`config.mk`:
```
export PLATFORM = sky130hd
export DESIGN_NAME = serial_frame_deframer_xor_check
export DESIGN_NICKNAME = d
export VERILOG_FILES = /design/src/rtl/sfd_pkg.sv /design/src/rtl/serial_frame_deframer_xor_check.sv
export SDC_FILE = /design/constraint.sdc
export NUM_CORES = 1
export LEC_CHECK = 0
export BUFFER_PORTS_ARGS = -buffer_cell sky130_fd_sc_hd__buf_2
export CAP_MARGIN = 10
export CORE_ASPECT_RATIO = 2
export CORE_MARGIN = 2
export CORE_UTILIZATION = 59
export DETAILED_ROUTE_END_ITERATION = 6
export HOLD_SLACK_MARGIN = 0.1
export MAX_ROUTING_LAYER = met4
export PLACE_DENSITY = 0.86
export SYNTH_ARGS = -nofsm -noshare
export SYNTH_HDL_FRONTEND = slang
export SYNTH_SLANG_ARGS = --single-unit
```
`constraint.sdc`:
```
create_clock -name clk -period 8.4 [get_ports clk]
set_input_delay 1.68 -clock clk [delete_from_list [all_inputs] [get_ports clk]]
set_output_delay 1.68 -clock clk [all_outputs]
set_load 0.01 [all_outputs]
```
`src/rtl/sfd_pkg.sv`:
```
`default_nettype none

package sfd_pkg;

  // parser phase, one code per expected field of a frame
  typedef enum logic [2:0] {
    PH_IDLE  = 3'd0,
    PH_SYNC2 = 3'd1,
    PH_CMD   = 3'd2,
    PH_LEN   = 3'd3,
    PH_DATA  = 3'd4,
    PH_CHECK = 3'd5,
    PH_TAIL1 = 3'd6,
    PH_TAIL2 = 3'd7
  } phase_t;

  typedef enum logic [1:0] {
    KIND_PAYLOAD = 2'd0,
    KIND_GOOD    = 2'd1,
    KIND_BAD_SUM = 2'd2,
    KIND_FAULT   = 2'd3
  } kind_t;

  localparam int unsigned CFG_IDX_BITS = 3;
  localparam int unsigned CFG_DATA_BITS = 8;
  localparam int unsigned MAX_LEN_BITS = 7;

  localparam logic [CFG_IDX_BITS-1:0] REG_SYNC_FIRST  = 3'd0;
  localparam logic [CFG_IDX_BITS-1:0] REG_SYNC_SECOND = 3'd1;
  localparam logic [CFG_IDX_BITS-1:0] REG_TAIL_FIRST  = 3'd2;
  localparam logic [CFG_IDX_BITS-1:0] REG_TAIL_SECOND = 3'd3;
  localparam logic [CFG_IDX_BITS-1:0] REG_MAX_COMMAND = 3'd4;
  localparam logic [CFG_IDX_BITS-1:0] REG_MAX_LENGTH  = 3'd5;

  localparam logic [7:0] RST_SYNC_FIRST  = 8'hFC;
  localparam logic [7:0] RST_SYNC_SECOND = 8'hFF;
  localparam logic [7:0] RST_TAIL_FIRST  = 8'hA1;
  localparam logic [7:0] RST_TAIL_SECOND = 8'hA2;
  localparam logic [7:0] RST_MAX_COMMAND = 8'hF0;
  localparam logic [MAX_LEN_BITS-1:0] RST_MAX_LENGTH = 7'd99;

endpackage

`default_nettype wire

```
`src/rtl/serial_frame_deframer_xor_check.sv`:
```
`default_nettype none

// Channel   Direction  Handshake             Payload
// in_       input      in_valid / in_stall   in_rx_byte
// out_      output     out_valid / out_stall kind, command, frame_length, byte_index,
//                                            payload_byte, fault_count
// cfg_      input      cfg_wr_en             cfg_index, cfg_data
//
// One byte per cycle sustained while the result is not stalled. A byte is captured in the input
// register, parsed by the phase logic and, if it gives a result, lands in the result register.
// Bytes that give no result still pass through the parse stage in order.
// rst_n is synchronous; it clears parser state and loads the register defaults.
// A stalled result holds the parse stage; the input register then fills and
// in_stall rises.

module serial_frame_deframer_xor_check #(
  parameter int unsigned LENGTH_BITS = 7
) (
  input  wire logic                               clk,
  input  wire logic                               rst_n,

  input  wire logic                               in_valid,
  output logic                                    in_stall,
  input  wire logic [7:0]                         in_rx_byte,

  output logic                                    out_valid,
  input  wire logic                               out_stall,
  output logic [1:0]                              out_kind,
  output logic [7:0]                              out_command,
  output logic [LENGTH_BITS-1:0]                  out_frame_length,
  output logic [LENGTH_BITS-1:0]                  out_byte_index,
  output logic [7:0]                              out_payload_byte,
  output logic [31:0]                             out_fault_count,

  input  wire logic                               cfg_wr_en,
  input  wire logic [sfd_pkg::CFG_IDX_BITS-1:0]   cfg_index,
  input  wire logic [sfd_pkg::CFG_DATA_BITS-1:0]  cfg_data
);

  // configuration registers
  logic [7:0] sync_first_r, sync_second_r, tail_first_r, tail_second_r, max_command_r;
  logic [sfd_pkg::MAX_LEN_BITS-1:0] max_length_r;

  always_ff @(posedge clk) begin
    if (!rst_n) begin
      sync_first_r  <= sfd_pkg::RST_SYNC_FIRST;
      sync_second_r <= sfd_pkg::RST_SYNC_SECOND;
      tail_first_r  <= sfd_pkg::RST_TAIL_FIRST;
      tail_second_r <= sfd_pkg::RST_TAIL_SECOND;
      max_command_r <= sfd_pkg::RST_MAX_COMMAND;
      max_length_r  <= sfd_pkg::RST_MAX_LENGTH;
    end else if (cfg_wr_en) begin
      case (cfg_index)
        sfd_pkg::REG_SYNC_FIRST:  sync_first_r  <= cfg_data;
        sfd_pkg::REG_SYNC_SECOND: sync_second_r <= cfg_data;
        sfd_pkg::REG_TAIL_FIRST:  tail_first_r  <= cfg_data;
        sfd_pkg::REG_TAIL_SECOND: tail_second_r <= cfg_data;
        sfd_pkg::REG_MAX_COMMAND: max_command_r <= cfg_data;
        sfd_pkg::REG_MAX_LENGTH:  max_length_r  <= cfg_data[sfd_pkg::MAX_LEN_BITS-1:0];
        default: ;
      endcase
    end
  end

  // input register
  logic       in_vld_r;
  logic [7:0] in_byte_r;
  logic       parse_go;

  assign parse_go = in_vld_r && (!out_valid || !out_stall);
  assign in_stall = in_vld_r && !parse_go;

  always_ff @(posedge clk) begin
    if (!rst_n) begin
      in_vld_r <= 1'b0;
    end else if (!in_stall) begin
      in_vld_r <= in_valid;
    end
  end

  always_ff @(posedge clk) begin
    if (!in_stall && in_valid) begin
      in_byte_r <= in_rx_byte;
    end
  end

  // parser state
  sfd_pkg::phase_t          phase_r, phase_nxt;
  logic [LENGTH_BITS-1:0]   remaining_r, remaining_nxt;
  logic [LENGTH_BITS-1:0]   index_r, index_nxt;
  logic [7:0]               xor_r, xor_nxt;
  logic [7:0]               check_r, check_nxt;
  logic [7:0]               command_r, command_nxt;
  logic [LENGTH_BITS-1:0]   length_r, length_nxt;
  logic [31:0]              faults_r, faults_nxt;

  logic                     res_vld;
  sfd_pkg::kind_t           res_kind;
  logic [LENGTH_BITS-1:0]   res_index;
  logic [7:0]               res_byte;
  logic [LENGTH_BITS-1:0]   rem_dec;
  logic [7:0]               b;

  assign b       = in_byte_r;
  assign rem_dec = remaining_r - LENGTH_BITS'(1);

  always_comb begin
    phase_nxt     = phase_r;
    remaining_nxt = remaining_r;
    index_nxt     = index_r;
    xor_nxt       = xor_r;
    check_nxt     = check_r;
    command_nxt   = command_r;
    length_nxt    = length_r;
    faults_nxt    = faults_r;
    res_vld       = 1'b0;
    res_kind      = sfd_pkg::KIND_FAULT;
    res_index     = '0;
    res_byte      = '0;

    if (phase_r == sfd_pkg::PH_IDLE && b == sync_first_r) begin
      phase_nxt = sfd_pkg::PH_SYNC2;
      xor_nxt   = b;
    end else if (phase_r == sfd_pkg::PH_SYNC2 && b == sync_second_r) begin
      phase_nxt = sfd_pkg::PH_CMD;
      xor_nxt   = xor_r ^ b;
    end else if (phase_r == sfd_pkg::PH_CMD && b <= max_command_r) begin
      phase_nxt   = sfd_pkg::PH_LEN;
      command_nxt = b;
      xor_nxt     = xor_r ^ b;
    end else if (phase_r == sfd_pkg::PH_LEN && b <= {1'b0, max_length_r}) begin
      phase_nxt     = sfd_pkg::PH_DATA;
      length_nxt    = b[LENGTH_BITS-1:0];
      remaining_nxt = b[LENGTH_BITS-1:0];
      index_nxt     = '0;
      xor_nxt       = xor_r ^ b;
    end else if (phase_r == sfd_pkg::PH_DATA && remaining_r != '0) begin
      xor_nxt       = xor_r ^ b;
      index_nxt     = index_r + LENGTH_BITS'(1);
      remaining_nxt = rem_dec;
      if (rem_dec == '0) begin
        phase_nxt = sfd_pkg::PH_CHECK;
      end
      res_vld   = 1'b1;
      res_kind  = sfd_pkg::KIND_PAYLOAD;
      res_index = index_r;
      res_byte  = b;
    end else if (phase_r == sfd_pkg::PH_CHECK) begin
      phase_nxt = sfd_pkg::PH_TAIL1;
      check_nxt = b;
    end else if (phase_r == sfd_pkg::PH_TAIL1 && b == tail_first_r) begin
      phase_nxt = sfd_pkg::PH_TAIL2;
    end else if (phase_r == sfd_pkg::PH_TAIL2 && b == tail_second_r) begin
      phase_nxt = sfd_pkg::PH_IDLE;
      res_vld   = 1'b1;
      res_kind  = (xor_r == check_r) ? sfd_pkg::KIND_GOOD : sfd_pkg::KIND_BAD_SUM;
    end else begin
      // framing fault: back to hunting for the first sync byte
      phase_nxt  = sfd_pkg::PH_IDLE;
      faults_nxt = faults_r + 32'd1;
      res_vld    = 1'b1;
      res_kind   = sfd_pkg::KIND_FAULT;
    end
  end

  always_ff @(posedge clk) begin
    if (!rst_n) begin
      phase_r     <= sfd_pkg::PH_IDLE;
      remaining_r <= '0;
      index_r     <= '0;
      xor_r       <= '0;
      check_r     <= '0;
      command_r   <= '0;
      length_r    <= '0;
      faults_r    <= '0;
    end else if (parse_go) begin
      phase_r     <= phase_nxt;
      remaining_r <= remaining_nxt;
      index_r     <= index_nxt;
      xor_r       <= xor_nxt;
      check_r     <= check_nxt;
      command_r   <= command_nxt;
      length_r    <= length_nxt;
      faults_r    <= faults_nxt;
    end
  end

  // result register
  always_ff @(posedge clk) begin
    if (!rst_n) begin
      out_valid <= 1'b0;
    end else if (!out_valid || !out_stall) begin
      out_valid <= parse_go && res_vld;
    end
  end

  always_ff @(posedge clk) begin
    if (parse_go && res_vld) begin
      out_kind         <= res_kind;
      out_command      <= command_r;
      out_frame_length <= length_r;
      out_byte_index   <= res_index;
      out_payload_byte <= res_byte;
      out_fault_count  <= faults_nxt;
    end
  end

endmodule

`default_nettype wire

```
== After elaboration in Yosys (flattened, before gate mapping) ==
Cells that the tools add are included.
Cells by class
  reduce and logical (&&, ||, !) cells: 36
  bitwise operators: 6
  add/subtract/negate cells: 3
  eq/ne operators: 18
  mux-type cells: 37
  magnitude comparators: 2
Operator list (number)
  2-to-1 mux 32 bit: 8
  equality test 8 bit: 5
  2-to-1 mux 8 bit: 5
  adder 32 x 1 -> 32 bit, second input constant: 1
  2-to-1 mux 7 bit: 4
  2-to-1 mux 3 bit: 8
  equality test 3 bit, second input constant: 6
  AND reduction 2 bit: 8
  equality test 3 x 2 -> 1 bit, second input constant: 4
  logical AND 1 bit: 11
  2-to-1 mux 2 bit: 5
  AND reduction 5 bit: 2
  less-or-equal comparator 8 x 7 -> 1 bit: 1
  less-or-equal comparator 8 bit: 1
  bitwise XOR 8 bit: 1
  adder 7 x 1 -> 7 bit, second input constant: 1
  zero test 7 bit: 1
  2-to-1 mux 1 bit: 7
  AND reduction 7 bit: 1
  nonzero test 7 bit: 1
  subtractor 7 x 1 -> 7 bit, second input constant: 1
  equality test 3 x 1 -> 1 bit, second input constant: 2
  zero test 3 bit: 2
  inequality test 6 x 5 -> 1 bit, second input constant: 1
  8 further kinds: 15
Storage, ports and cells
  output and inout port bits: 66
  word-level logic and storage cells: 125
  flip-flop bits (word level): 201
  bits of input ports: 24

== Depth between registers and ports, before layout ==
  depth after elaboration: 10
  depth in mapped cells: 13
  mapped depth without buffers: 9

== Worst setup path after synthesis ==
Ideal clock, no wire load.
  path kind: input to register
  from: in out_stall
  to: reg out_byte_index[0], enable pin
  data required time: 7.982 ns
  setup time: 0.418 ns
  path slack: 4.101 ns
  arrival time: 3.880 ns
  buffers on the path: 1
  stages: 7
  cells stage by stage: nand2_1 nand2_1 nor3_2 and2_0 clkbuf_1 nand2_1 inv_1
Between the ends
  cells in the longest elaborated chain, start to end: 4
Ends and longest elaborated chain
  start: declaration: RTL line serial_frame_deframer_xor_check.sv:27  | input wire logic out_stall,
  zero test 1 bit: RTL line serial_frame_deframer_xor_check.sv:70  | assign parse_go = in_vld_r && (!out_valid || !out_stall);
  logical OR 1 bit: RTL line serial_frame_deframer_xor_check.sv:70
  logical AND 1 bit: RTL line serial_frame_deframer_xor_check.sv:70
  logical AND 1 bit: RTL line serial_frame_deframer_xor_check.sv:198  | if (parse_go && res_vld) begin
  end signal: assignment: RTL line serial_frame_deframer_xor_check.sv:202  | out_byte_index <= res_index;
  end: declaration: RTL line serial_frame_deframer_xor_check.sv:31  | output logic [LENGTH_BITS-1:0] out_byte_index,
No other way between the ends.
A chain may end at the register's enable or synchronous reset.

== Final worst setup path ==
  from: in out_stall
  to: reg out_frame_length[1], enable pin
Between the ends
  cells in the longest elaborated chain, start to end: 4
Ends and longest elaborated chain
  zero test 1 bit: RTL line serial_frame_deframer_xor_check.sv:70
  logical OR 1 bit: RTL line serial_frame_deframer_xor_check.sv:70
  logical AND 1 bit: RTL line serial_frame_deframer_xor_check.sv:70
  logical AND 1 bit: RTL line serial_frame_deframer_xor_check.sv:198
  end signal: assignment: RTL line serial_frame_deframer_xor_check.sv:201  | out_frame_length <= length_r;
  end: declaration: RTL line serial_frame_deframer_xor_check.sv:30  | output logic [LENGTH_BITS-1:0] out_frame_length,
No other way between the ends.

==> results.toml <==
[worst_setup_path]
crit_buf_inv = 3
slowest_delay_ps = 590
path_delay_family = "simple AND/OR/NAND/NOR gates"
cp-end-kind = "flip-flop"
required_ps = 8520
crit_fanout = 49
cp_cell_sequence = "buf_2 > nand2_1 > nand2_1 > nor3_2 > and2_0 > nand2_1 > inv_2 > buf_4"
startpoint_type = "input port"
cp_data_arrival_time_ps = 4310
crit_top_cell = "nand2_1"
rrSetupSlack_ps = 4240
slowest_stage = "nor3_2"
worst-setup-path-type = "in -> reg"

[clocking]
ctsRootBufferMaster = "clkbuf_16"
cts_tree = "yes"
clockBufferDepth = 3
post-cts-setup-buffers = 0
post_cts_resized = 0
insertion_delay_ps = 490
cts.clk_slew.worst_paths_ps = 70
h-tree-depth = 1
clkSinkCount = 201
ctsHoldBuffers = 0
cts_made_buffers = 18

[synth]
syn_inst = 973
ys_warn_count = 0
async_flop_share = 0
synth_cell_types = 54
ys_seq_elements = 201
synth_edf_count = 72
syn-num-nets = 1016
yosysSeqAreaShare = 0.510
netlist_area_um2 = 9300
ys.flop_type = "dfxtp_1"
syn_avg_cell_area_um2 = 9.56

[sta]
finalCritPeriodShare = 0.499
finClkSkew_ps = 13.0
rsz0062_at_grt = "false"
setup_viol = 0
maxSlewHeadroom = 0.241
drv_slew = 0
fin_setup_tns_ps = 0
timing.final.crit_period_ps = 4190
achievable-frequency_mhz = 239
whs_ps = 437
tightestPinTransition_ps = 1140
hold_viol = 0

[global_route]
grt_pass1_wl_um = 34200
grt_overflow = 0
grt_pass1_vias = 7013
grt_max_degree = 93
grt_usage = 0.255
antenna_found_initial = 0

[pwr]
vdd_drop_max_v = 0.000177
pwr-share-seq = 0.539
p_clk_frac = 0.405
p_sw_frac = 0.227
comb_power_share = 0.056
p_int_mw = 1.51
powerDensity_nw_per_um2 = 189
power.net_switching_mw = 0.445
p_leak_nw = 3.99

[floorplanning]
fp.dieW_um = 92.8
die_h_um = 182
io_pins = 90
dieArea_um2 = 16800
core_um2 = 15600
start_util = 0.596
rows = 65

[layout]
layout.cells.non_filler = 1243
final_common_cell = "nand2_1"
drive_gt1_frac = 0.126
fill_cells = 1246
syn_to_final_growth_pct = 11.2
most-common-layout-cells = "132 x nand2_1, 129 x dfxtp_1, 89 x buf_2"
diodes = 0
fin_nets = 1073

[drt]
wl_per_cell_um = 16.9
ant_nets = 0
vias_per_cell = 6.05
drt_iter0_drc = 718
drcViolationCount = 0
via_count = 7515
firstDrtPassIters = 6
wl_um = 21000

[placement]
gp_congestion = 0.874
numPlacedInstances = 1211
dp_hpwl_um = 13700
port_buffers = 89

[job]
cap_violations = 0

[hold_path]
hold_class = "reg -> reg"

[status]
outcome = "finished clean"
-- metrics by stage --
step	worst slack (ps)	power (mW)	area (um2)	util
2_1_floorplan	4100	1.14	9300	-
3_3_place_gp	3910	1.18	9790	0.627
3_5_place_dp	3790	1.18	9790	0.627
4_1_cts	4250	1.96	10300	0.663
5_1_grt	3980	2.02	10300	0.663
6_report	4210	1.96	10300	0.663
-- per-layer routing --
layer  track usage  part of all wire
met2         0.409              0.50
met4         0.114             0.036
met5             -                 0
met1         0.322              0.40
met3        0.0332             0.069
-- cell families after synthesis --
| kind of cell | Yosys count | share of synthesized area |
|---|---|---|
| AOI/OAI and AO/OA | 149 | 0.0992 |
| xor gates and xnor gates | 76 | 0.0716 |
| adders and majority gates | 19 | 0.0256 |
| buffers and inverters | 83 | 0.0385 |
| DFF | 201 | 0.510 |
| muxes | 30 | 0.0324 |
| and+or+nand+nor | 415 | 0.223 |
-- worst register-to-register path, cell delays in order (launching register included) --
cell and delay (ps):
edfxtp_1 720, inv_1 260, ha_1 270, nor2b_1 120, o211ai_1 90, a211oi_1 390
o21ai_2 210, or4_2 1120, or4_1 710, a21oi_1 170
-- power by group through the flow --
stage / registers [mW] / clock network [mW] / logic [mW]
6_report: 1.06 / 0.793 / 0.109
5_1_grt: 1.06 / 0.839 / 0.121
4_1_cts: 1.06 / 0.800 / 0.109
3_5_place_dp: 1.08 / 0 / 0.108
3_3_place_gp: 1.08 / 0 / 0.104
2_1_floorplan: 1.07 / 0 / 0.0694
-- state kept, by name, indices dropped and copies added (netlist names), 8 cells and up --
| signal | flops |
|---|---|
| b | 8 |
| check_r | 8 |
| command_r | 8 |
| faults_r | 32 |
| max_command_r | 8 |
| out_command | 8 |
| out_fault_count | 32 |
| out_payload_byte | 8 |
| sync_first_r | 8 |
| sync_second_r | 8 |
| tail_first_r | 8 |
| tail_second_r | 8 |
| xor_r | 8 |
-- final timing paths --
check,from,end,cells past startpoint
max,out_stall,out_frame_length[1],8
min,command_r[4],out_command[4],0
max reg2reg,b[0],faults_r[24],9
min reg2reg,command_r[4],out_command[4],0
-- cells in the mapped netlist, types with 4 or more instances --
library cell,n,share of area
o211ai_1,8,0.0065
or2_1,4,0.0027
inv_1,25,0.010
xor2_1,39,0.037
edfxtp_1,72,0.23
o21ai_0,17,0.0091
or3_1,10,0.0067
dfxtp_1,129,0.28
clkbuf_1,41,0.017
nand4_1,23,0.015
or4_1,30,0.024
or2_2,4,0.0027
nor3b_1,4,0.0032
buf_2,7,0.0038
nor2_1,69,0.028
nor4_1,5,0.0034
o31ai_1,25,0.020
and3_1,8,0.0054
nor2b_1,5,0.0034
and2_1,18,0.012
a21oi_1,64,0.034
a21o_1,4,0.0032
buf_4,6,0.0048
o21ai_1,6,0.0032
a41oi_1,8,0.0075
nand2_1,132,0.053
nand3_1,59,0.032
nand4b_1,8,0.0075
nor3_1,24,0.013
mux2i_1,29,0.031
ha_1,19,0.026
xnor2_1,37,0.035
-- cell type report --
type | count | area, um2 | share of cell area
Clock buffer | 22 | 487 | 0.0470
Inverter | 25 | 95.1 | 0.00919
Timing Repair Buffer | 95 | 490 | 0.0474
Tap cell | 201 | 251 | 0.0243
Sequential cell | 201 | 4740 | 0.459
Multi-Input combinational cell | 689 | 4210 | 0.406
Clock inverter | 10 | 72.6 | 0.00701
(Power assumes the default switching activity.)
